$ cat src/hdl/ple_pkg.sv
`default_nettype none
package ple_pkg;

    localparam logic [2:0] OP_INSERT  = 3'd0;
    localparam logic [2:0] OP_REMOVE  = 3'd1;
    localparam logic [2:0] OP_DUMP    = 3'd2;
    localparam logic [2:0] OP_MOVE    = 3'd3;
    localparam logic [2:0] OP_REVERSE = 3'd4;
    localparam logic [2:0] OP_ROT_L   = 3'd5;
    localparam logic [2:0] OP_ROT_R   = 3'd6;
    localparam logic [2:0] OP_UNUSED  = 3'd7;

    typedef struct packed {
        logic [2:0]         op;
        logic signed [31:0] value;
        logic [5:0]         pos_a;
        logic [4:0]         pos_b;
        logic [30:0]        amount;
    } ple_in_t;

    typedef struct packed {
        logic signed [31:0] value_res;
        logic               last;
        logic               empty_res;
    } ple_out_t;

endpackage
`default_nettype wire

$ cat src/hdl/ple_mod.sv
`default_nettype none
// Restoring remainder unit: one quotient bit per cycle, rem = num % den.
module ple_mod #(
    parameter int NW = 31,
    parameter int DW = 7
) (
    input  wire logic          clk,
    input  wire logic          rst_n,
    input  wire logic          start,
    input  wire logic [NW-1:0] num,
    input  wire logic [DW-1:0] den,
    output logic               done,
    output logic [DW-1:0]      rem
);
    localparam int CW = $clog2(NW + 1);

    logic [NW-1:0] num_reg;
    logic [DW:0]   rem_reg;
    logic [DW-1:0] den_reg;
    logic [CW-1:0] cnt_reg;
    logic          busy_reg;
    logic [DW:0]   trial;

    always_comb
    begin
        trial = {rem_reg[DW-1:0], num_reg[NW-1]};
        if (trial >= {1'b0, den_reg})
            trial = trial - {1'b0, den_reg};
    end

    always_ff @(posedge clk or negedge rst_n)
    begin
        if (!rst_n)
        begin
            busy_reg <= 1'b0;
            cnt_reg  <= '0;
        end
        else if (start)
        begin
            busy_reg <= 1'b1;
            cnt_reg  <= CW'(NW);
        end
        else if (busy_reg)
        begin
            cnt_reg <= cnt_reg - 1'b1;
            if (cnt_reg == CW'(1))
                busy_reg <= 1'b0;
        end
    end

    always_ff @(posedge clk)
    begin
        if (start)
        begin
            num_reg <= num;
            den_reg <= den;
            rem_reg <= '0;
        end
        else if (busy_reg)
        begin
            num_reg <= {num_reg[NW-2:0], 1'b0};
            rem_reg <= trial;
        end
    end

    assign done = busy_reg && (cnt_reg == CW'(1));
    assign rem  = trial[DW-1:0];
endmodule
`default_nettype wire

$ cat src/hdl/positional_list_engine_core.sv
`default_nettype none
// Ordered list of up to CAPACITY signed 32-bit entries held in a one-read,
// one-write register-file memory (one read, one write per cycle,
// registered read). One item is taken at a time; ready is low while it is
// worked on. A small sequencer drives a single copy step (read one entry,
// write it in the next cycle) with which insert/remove/move shift entries;
// reverse swaps pairs, and rotate first runs a bit-serial remainder unit and
// then, unless the offset is zero, copies the list through a scratch memory
// and back. Dump delivers one item per entry, each waiting on out ready
// through the output register, or one empty-flagged item for an empty list.
// Unused op 7, out-of-range positions and a full list finish with no result.
module positional_list_engine_core #(
    parameter int CAPACITY = 32
) (
    input  wire logic             clk,
    input  wire logic             rst_n,
    input  wire logic             in_valid,
    output logic                  in_ready,
    input  wire ple_pkg::ple_in_t in_data,
    output logic                  out_valid,
    input  wire logic             out_ready,
    output ple_pkg::ple_out_t     out_data
);
    import ple_pkg::*;

    localparam int AW = $clog2(CAPACITY);
    localparam int CW = $clog2(CAPACITY + 1);

    localparam logic [3:0] S_IDLE  = 4'd0;
    localparam logic [3:0] S_DEC   = 4'd1;
    localparam logic [3:0] S_SHUP  = 4'd2;  // open gap: entries[i]=entries[i-1]
    localparam logic [3:0] S_SHDN  = 4'd3;  // close gap: entries[i]=entries[i+1]
    localparam logic [3:0] S_PUT   = 4'd4;  // write held value at dst
    localparam logic [3:0] S_DUMP  = 4'd5;
    localparam logic [3:0] S_REV   = 4'd6;
    localparam logic [3:0] S_MOD   = 4'd7;
    localparam logic [3:0] S_ROT1  = 4'd8;  // copy rotated into scratch
    localparam logic [3:0] S_ROT2  = 4'd9;  // copy scratch back
    localparam logic [3:0] S_MGET  = 4'd10; // read move source

    logic [3:0]   state_reg;
    logic [CW-1:0] count_reg;
    ple_in_t      item_reg;
    logic [CW-1:0] i_reg;     // walk index
    logic [CW-1:0] j_reg;     // stop index / reverse upper index / rotate offset
    logic [1:0]   ph_reg;     // step phase
    logic signed [31:0] hold_reg;
    logic [AW-1:0] dst_reg;
    logic         mv_reg;     // move: open gap after close
    logic         out_valid_reg;
    ple_out_t     out_reg;

    logic signed [31:0] mem [CAPACITY];
    logic signed [31:0] scr [CAPACITY];
    logic signed [31:0] rd_reg, srd_reg;

    // memory port controls
    logic          re, we, sre, swe;
    logic [AW-1:0] ra, wa, sra, swa;
    logic signed [31:0] wd, swd;

    always_ff @(posedge clk)
    begin
        if (re)  rd_reg <= mem[ra];
        if (we)  mem[wa] <= wd;
        if (sre) srd_reg <= scr[sra];
        if (swe) scr[swa] <= swd;
    end

    // remainder unit for rotations
    logic          mod_start, mod_done;
    logic [CW-1:0] mod_rem;
    ple_mod #(.NW(31), .DW(CW)) u_mod (
        .clk(clk), .rst_n(rst_n), .start(mod_start),
        .num(item_reg.amount), .den(count_reg),
        .done(mod_done), .rem(mod_rem)
    );

    wire out_free = !out_valid_reg || out_ready;
    assign in_ready  = (state_reg == S_IDLE);
    assign out_valid = out_valid_reg;
    assign out_data  = out_reg;

    // output register takes a new item this cycle
    logic out_load;
    always_comb
    begin
        out_load = out_free &&
                   ((state_reg == S_DEC && item_reg.op == OP_DUMP && count_reg == '0) ||
                    (state_reg == S_DUMP && ph_reg == 2'd1));
    end

    // rotated source index (i + k) mod count, both below count
    logic [CW:0]   rsum;
    logic [CW-1:0] rsrc;
    always_comb
    begin
        rsum = {1'b0, i_reg} + {1'b0, j_reg};
        rsrc = (rsum >= {1'b0, count_reg}) ? CW'(rsum - {1'b0, count_reg})
                                           : rsum[CW-1:0];
    end

    always_comb
    begin
        re = 1'b0; we = 1'b0; sre = 1'b0; swe = 1'b0;
        ra = i_reg[AW-1:0]; wa = i_reg[AW-1:0];
        sra = i_reg[AW-1:0]; swa = i_reg[AW-1:0];
        wd = rd_reg; swd = rd_reg;
        mod_start = 1'b0;
        case (state_reg)
            S_SHUP:
            begin
                re = (ph_reg == 2'd0); ra = AW'(i_reg - 1'b1);
                we = (ph_reg == 2'd1);
            end
            S_SHDN:
            begin
                re = (ph_reg == 2'd0); ra = AW'(i_reg + 1'b1);
                we = (ph_reg == 2'd1);
            end
            S_MGET:  re = 1'b1;
            S_PUT:
            begin
                we = 1'b1; wa = dst_reg; wd = hold_reg;
            end
            S_DUMP:  re = (ph_reg == 2'd0);
            S_REV:
            begin
                re = (ph_reg == 2'd0) || (ph_reg == 2'd1);
                ra = (ph_reg == 2'd0) ? i_reg[AW-1:0] : j_reg[AW-1:0];
                we = (ph_reg == 2'd2) || (ph_reg == 2'd3);
                wa = (ph_reg == 2'd2) ? i_reg[AW-1:0] : j_reg[AW-1:0];
                wd = (ph_reg == 2'd2) ? rd_reg : hold_reg;
            end
            S_DEC:
                mod_start = (item_reg.op == OP_ROT_L || item_reg.op == OP_ROT_R)
                            && count_reg != '0;
            S_ROT1:
            begin
                re = (ph_reg == 2'd0); ra = rsrc[AW-1:0];
                swe = (ph_reg == 2'd1);
            end
            S_ROT2:
            begin
                sre = (ph_reg == 2'd0);
                we = (ph_reg == 2'd1); wd = srd_reg;
            end
            default: ;
        endcase
    end

    always_ff @(posedge clk or negedge rst_n)
    begin
        if (!rst_n)
        begin
            state_reg     <= S_IDLE;
            count_reg     <= '0;
            out_valid_reg <= 1'b0;
            ph_reg        <= '0;
            mv_reg        <= 1'b0;
        end
        else
        begin
            if (out_load)
                out_valid_reg <= 1'b1;
            else if (out_valid_reg && out_ready)
                out_valid_reg <= 1'b0;
            case (state_reg)
                S_IDLE:
                    if (in_valid)
                    begin
                        item_reg  <= in_data;
                        state_reg <= S_DEC;
                    end
                S_DEC:
                begin
                    ph_reg <= '0;
                    case (item_reg.op)
                        OP_INSERT:
                            if (count_reg < CW'(CAPACITY) &&
                                item_reg.pos_a <= 6'(count_reg))
                            begin
                                i_reg <= count_reg;
                                j_reg <= CW'(item_reg.pos_a);
                                dst_reg <= AW'(item_reg.pos_a);
                                hold_reg <= item_reg.value;
                                state_reg <= S_SHUP;
                            end
                            else
                                state_reg <= S_IDLE;
                        OP_REMOVE:
                            if (item_reg.pos_a < 6'(count_reg))
                            begin
                                i_reg <= CW'(item_reg.pos_a);
                                state_reg <= S_SHDN;
                            end
                            else
                                state_reg <= S_IDLE;
                        OP_MOVE:
                            if (item_reg.pos_a < 6'(count_reg) &&
                                6'(item_reg.pos_b) < 6'(count_reg) &&
                                item_reg.pos_a != 6'(item_reg.pos_b))
                            begin
                                i_reg <= CW'(item_reg.pos_a);
                                mv_reg <= 1'b1;
                                state_reg <= S_MGET;
                            end
                            else
                                state_reg <= S_IDLE;
                        OP_DUMP:
                            if (count_reg == '0)
                            begin
                                if (out_free)
                                begin
                                    out_reg.value_res <= -32'sd1;
                                    out_reg.last      <= 1'b1;
                                    out_reg.empty_res <= 1'b1;
                                    state_reg         <= S_IDLE;
                                end
                                else
                                    state_reg <= S_DEC;
                            end
                            else
                            begin
                                i_reg <= '0;
                                state_reg <= S_DUMP;
                            end
                        OP_REVERSE:
                            if (count_reg > CW'(1))
                            begin
                                i_reg <= '0;
                                j_reg <= count_reg - 1'b1;
                                state_reg <= S_REV;
                            end
                            else
                                state_reg <= S_IDLE;
                        OP_ROT_L, OP_ROT_R:
                            if (count_reg != '0)
                                state_reg <= S_MOD;
                            else
                                state_reg <= S_IDLE;
                        default: state_reg <= S_IDLE;
                    endcase
                end
                S_MGET:
                begin
                    state_reg <= S_SHDN;
                    ph_reg <= '0;
                end
                S_SHUP:
                    if (i_reg == j_reg)
                        state_reg <= S_PUT;
                    else if (ph_reg == 2'd0)
                        ph_reg <= 2'd1;
                    else
                    begin
                        ph_reg <= 2'd0;
                        i_reg <= i_reg - 1'b1;
                    end
                S_SHDN:
                begin
                    if (mv_reg && ph_reg == 2'd0 && i_reg == CW'(item_reg.pos_a))
                        hold_reg <= rd_reg;
                    if (i_reg + 1'b1 >= count_reg)
                    begin
                        count_reg <= count_reg - 1'b1;
                        if (mv_reg)
                        begin
                            i_reg <= count_reg - 1'b1;
                            j_reg <= CW'(item_reg.pos_b);
                            dst_reg <= AW'(item_reg.pos_b);
                            ph_reg <= '0;
                            mv_reg <= 1'b0;
                            state_reg <= S_SHUP;
                        end
                        else
                            state_reg <= S_IDLE;
                    end
                    else if (ph_reg == 2'd0)
                        ph_reg <= 2'd1;
                    else
                    begin
                        ph_reg <= 2'd0;
                        i_reg <= i_reg + 1'b1;
                    end
                end
                S_PUT:
                begin
                    count_reg <= count_reg + 1'b1;
                    state_reg <= S_IDLE;
                end
                S_DUMP:
                    if (ph_reg == 2'd0)
                        ph_reg <= 2'd1;
                    else if (out_free)
                    begin
                        out_reg.value_res <= rd_reg;
                        out_reg.last      <= (i_reg + 1'b1 == count_reg);
                        out_reg.empty_res <= 1'b0;
                        ph_reg <= 2'd0;
                        i_reg  <= i_reg + 1'b1;
                        if (i_reg + 1'b1 == count_reg)
                            state_reg <= S_IDLE;
                    end
                S_REV:
                begin
                    if (ph_reg == 2'd1)
                        hold_reg <= rd_reg;
                    ph_reg <= ph_reg + 1'b1;
                    if (ph_reg == 2'd3)
                    begin
                        i_reg <= i_reg + 1'b1;
                        j_reg <= j_reg - 1'b1;
                        if (i_reg + CW'(2) >= j_reg)
                            state_reg <= S_IDLE;
                    end
                end
                S_MOD:
                    if (mod_done)
                    begin
                        if (item_reg.op == OP_ROT_L)
                            j_reg <= mod_rem;
                        else
                            j_reg <= (mod_rem == '0) ? '0 : count_reg - mod_rem;
                        i_reg <= '0;
                        ph_reg <= '0;
                        if (mod_rem == '0)
                            state_reg <= S_IDLE;
                        else
                            state_reg <= S_ROT1;
                    end
                S_ROT1:
                    if (ph_reg == 2'd0)
                        ph_reg <= 2'd1;
                    else
                    begin
                        ph_reg <= 2'd0;
                        if (i_reg + 1'b1 == count_reg)
                        begin
                            i_reg <= '0;
                            state_reg <= S_ROT2;
                        end
                        else
                            i_reg <= i_reg + 1'b1;
                    end
                S_ROT2:
                    if (ph_reg == 2'd0)
                        ph_reg <= 2'd1;
                    else
                    begin
                        ph_reg <= 2'd0;
                        i_reg <= i_reg + 1'b1;
                        if (i_reg + 1'b1 == count_reg)
                            state_reg <= S_IDLE;
                    end
                default: state_reg <= S_IDLE;
            endcase
        end
    end

    // count never exceeds capacity
    a_count: assert property (@(posedge clk) disable iff (!rst_n)
        count_reg <= CW'(CAPACITY))
        else $error("count overflow");
    // an empty-flagged item always closes a dump
    a_empty_last: assert property (@(posedge clk) disable iff (!rst_n)
        out_valid_reg && out_reg.empty_res |-> out_reg.last)
        else $error("empty without last");
    // no new item while a previous one is in flight
    a_busy: assert property (@(posedge clk) disable iff (!rst_n)
        (in_valid && in_ready) |=> !in_ready)
        else $error("accepted while busy");

endmodule
`default_nettype wire
$ cat config.mk
export PLATFORM = sky130hd
export DESIGN_NAME = positional_list_engine_core
export DESIGN_NICKNAME = d
export VERILOG_FILES = /design/src/hdl/ple_pkg.sv /design/src/hdl/ple_mod.sv /design/src/hdl/positional_list_engine_core.sv
export SDC_FILE = /design/constraint.sdc
export NUM_CORES = 2
export LEC_CHECK = 0
export BUFFER_PORTS_ARGS = -buffer_cell sky130_fd_sc_hd__buf_2
export CELL_PAD_IN_SITES_DETAIL_PLACEMENT = 1
export CELL_PAD_IN_SITES_GLOBAL_PLACEMENT = 1
export CORE_MARGIN = 3
export CORE_UTILIZATION = 49
export CTS_CLUSTER_DIAMETER = 150
export DETAILED_ROUTE_END_ITERATION = 10
export PLACE_DENSITY = 0.81
export SLEW_MARGIN = 20
export SYNTH_ARGS = -nofsm -noshare
export SYNTH_HDL_FRONTEND = slang
export SYNTH_SLANG_ARGS = --single-unit
$ cat constraint.sdc
create_clock -name clk -period 5.7 [get_ports clk]
set_clock_uncertainty 0.2 [all_clocks]
set_input_delay 0 -clock clk [delete_from_list [all_inputs] [get_ports clk]]
set_output_delay 0 -clock clk [all_outputs]
set_load 0.01 [all_outputs]
==> metrics.cfg <==
[outcome]
status = complete, no violations

[global_routing]
antenna_found_initial = 12
grtUsageTotal_pct = 30.3
grt_pass1_vias = 59900
grt_first_pass_wirelength_mm = 431
grt_start_max_net_pins = 138
overflow = 0

[timing]
fin_crit_ns = 5.40
slew_violations = 0
relSlewSlack_pct = 24.3
fin_crit_sh_pct = 94.8
timing.final.hold_violations = 0
setup_tns_ns = 0
max_freq_mhz = 185
grt_setup_unrepaired = no
worst-slew-pin-transition_ns = 1.13
setup_viol = 0

[worst_setup_path]
worstSetupStartpointType = flop
path_class = flop to flop
critPathMaxFanout = 53
arrival_ns = 5.82
worstPathRequired_ns = 6.12
cp-end-kind = flop

[place]
dp_cells = 8114
place.gp.congestion = 0.931
dp_hpwl_mm = 162
place_area_mm2 = 0.0983
portBuffers = 116

[layout]
final_nets = 6157
final_util_pct = 57.0
layout_commonest_cell = edfxtp_1
drive_above_1_share_pct = 17.8
fillers = 16900
design_area_mm2 = 0.107
layout_common_cells = 2309 x edfxtp_1, 917 x nand2_1, 257 x mux4_2, 228 x clkbuf_16, 210 x nand3_1
multiInputGateArea_mm2 = 0.0223
regArea_mm2 = 0.0700
areaGrowthSynthToFinish_pct = 15.1
stdcell_count = 8700

[yosys]
syn-num-nets = 5755
synth_async_sr_flop_share_pct = 0.857
synth_ff_type = edfxtp_1
yosysSeqAreaShare_pct = 75.0
syn_avg_cell_area_um2 = 16.6
yosysWarnings = 0
synth_area_mm2 = 0.0932
ys_types = 82
synth_edf_count = 2309
netlist_instances = 5607
synth-seq-cells = 2335

[floorplanning]
die_h_um = 442
die_w_um = 442
die_area_mm2 = 0.196
ioPinCount = 117
core-area_mm2 = 0.188
start_util_pct = 49.5
rows = 159

[route]
drt_wl_total_mm = 300
viasPerCell = 6.61
wl_per_cell_um = 34.5
drt-pass1-iter-count = 6
ant_nets = 0
vias = 57500
drt_iter0_markers = 8710
drc_errors = 0

[pwr]
p_per_area_mw_per_mm2 = 629
p_leak_uw = 0.0357
ir_drop_mv = 0.646

[clock_network]
clock_latency_ns = 0.88
cts_tree = yes
cts_root_buf = clkbuf_16
clkSlewWorstSetupHoldPaths_ns = 0.07
htreeDepth = 4
clock-sinks = 2335
clockBufferDepth = 3
cts_made_buffers = 227
cts_setup_buffers = 0

[worst_hold_path]
hold_class = input pin to flop

[run]
max-cap-violations = 0

## critical path: stages (launching register included)
cell	delay, ns
edfxtp_1	0.57
inv_1	0.12
ha_1	0.35
a21o_1	0.19
a21oi_1	0.27
xnor2_1	0.19
ha_1	0.31
and4_1	0.24
nor3_1	0.28
a21o_2	0.30
nand4_1	0.24
o311ai_4	0.17
buf_12	0.28
buf_12	0.34
mux2i_1	0.28
o22ai_1	0.15
a311oi_1	0.36
and4bb_1	0.23
## logic make-up (layout without fill, tap and decap cells)
family / Yosys count / in the layout / synth area share [%]
AOI/OAI and AO/OA: 736 / 736 / 5.34
xor gates and xnor gates: 56 / 56 / 0.526
adders and majority gates: 67 / 67 / 0.931
buffers and inverters: 381 / 973 / 1.82
DFF: 2335 / 2335 / 75.0
muxes: 496 / 496 / 8.87
other: 0 / 6 / 0
and+or+nand+nor: 1536 / 1536 / 7.50
## path summary, 6_finish.rpt
kind,start,end,slack (ns),cells past startpoint
max,i_reg[1]$_DFFE_PP_,rd_reg[13]$_DFFE_PP_,0.30,17
min,out_ready,out_valid$_DFFE_PN0P_,0.06,4
max reg2reg,i_reg[1]$_DFFE_PP_,rd_reg[13]$_DFFE_PP_,0.30,17
min reg2reg,u_mod.rem_reg[5]$_SDFFE_PP0P_,u_mod.rem_reg[5]$_SDFFE_PP0P_,0.32,2
max in group asynchronous,rst_n,u_mod.cnt_reg[3]$_DFFE_PN0P_,4.58,4
min in group asynchronous,rst_n,count_reg[5]$_DFFE_PN0P_,0.31,4
## metal layers
| layer | global-route usage, % | vias to the layer above | wire (um) |
|---|---|---|---|
| li1 | - | 22800 | - |
| met1 | 38.5 | 29800 | 106000 |
| met2 | 50.3 | 4059 | 148000 |
| met3 | 5.84 | 912 | 29600 |
| met4 | 14.5 | 0 | 16500 |
| met5 | 0 | - | 0 |
## Yosys cell counts, types with 6 or more instances
cell,count,area [um2]
a31oi_1,70,438
nor3b_1,7,52.6
nor3_1,21,105
a311oi_1,36,315
nor2b_1,19,119
and3_1,78,488
buf_2,81,405
o21ai_0,88,440
inv_1,43,161
or3_1,34,213
nor4_1,11,68.8
nand3b_1,8,60.1
a21o_1,16,120
a221oi_1,6,52.6
buf_6,11,124
edfxtp_1,2309,69300
a221o_1,30,300
mux2i_1,167,1670
nor2_1,116,435
buf_4,20,150
nand3_1,210,1050
o221ai_1,8,70.1
nand2b_1,21,131
a21oi_1,146,731
mux2_2,72,811
a211oi_1,11,82.6
nand4_1,37,231
o211ai_1,37,278
nand2_1,923,3460
mux4_2,257,5790
and4bb_1,30,375
dfxtp_1,6,120
xor2_1,20,175
o21a_1,12,90.1
a22oi_1,166,1250
buf_1,35,131
clkbuf_1,186,698
xnor2_1,36,315
ha_1,63,788
dfrtp_1,20,500
o22ai_1,64,400
## report_power, final
group / internal [uW] / total [uW] / switching [uW]
sequential: 23800 / 24300 / 526
combinational: 8550 / 28000 / 19500
clock: 8380 / 15200 / 6790
## what timing repair did
action / CTS / global route
gates resized for setup: 0 / 2
endpoints found under the setup margin: 0 / 5
endpoints found under the hold margin: 167 / 20
hold buffers: 158 / 1
## through the flow
stage	setup slack, ns	hold WS, ns	power, uW
floorplan	0.328	-0.496	41200
global placement	0.423	-0.157	49700
detailed placement	0.334	-0.165	51200
CTS	0.259	0.0104	66800
global route	0.0704	0.0510	69900
finish	0.298	0.0618	67500
## area by class of cell
cell class                      count  share of cell area (%)
Antenna cell                        6                  0.0140
Clock inverter                    140                    1.38
Timing Repair Buffer              508                    4.13
Tap cell                         2495                    2.91
Multi-Input combinational cell   2891                    20.8
Clock buffer                      279                    5.49
Inverter                           46                   0.161
Sequential cell                  2335                    65.2
No activity file was read; power rests on OpenSTA's default activity.
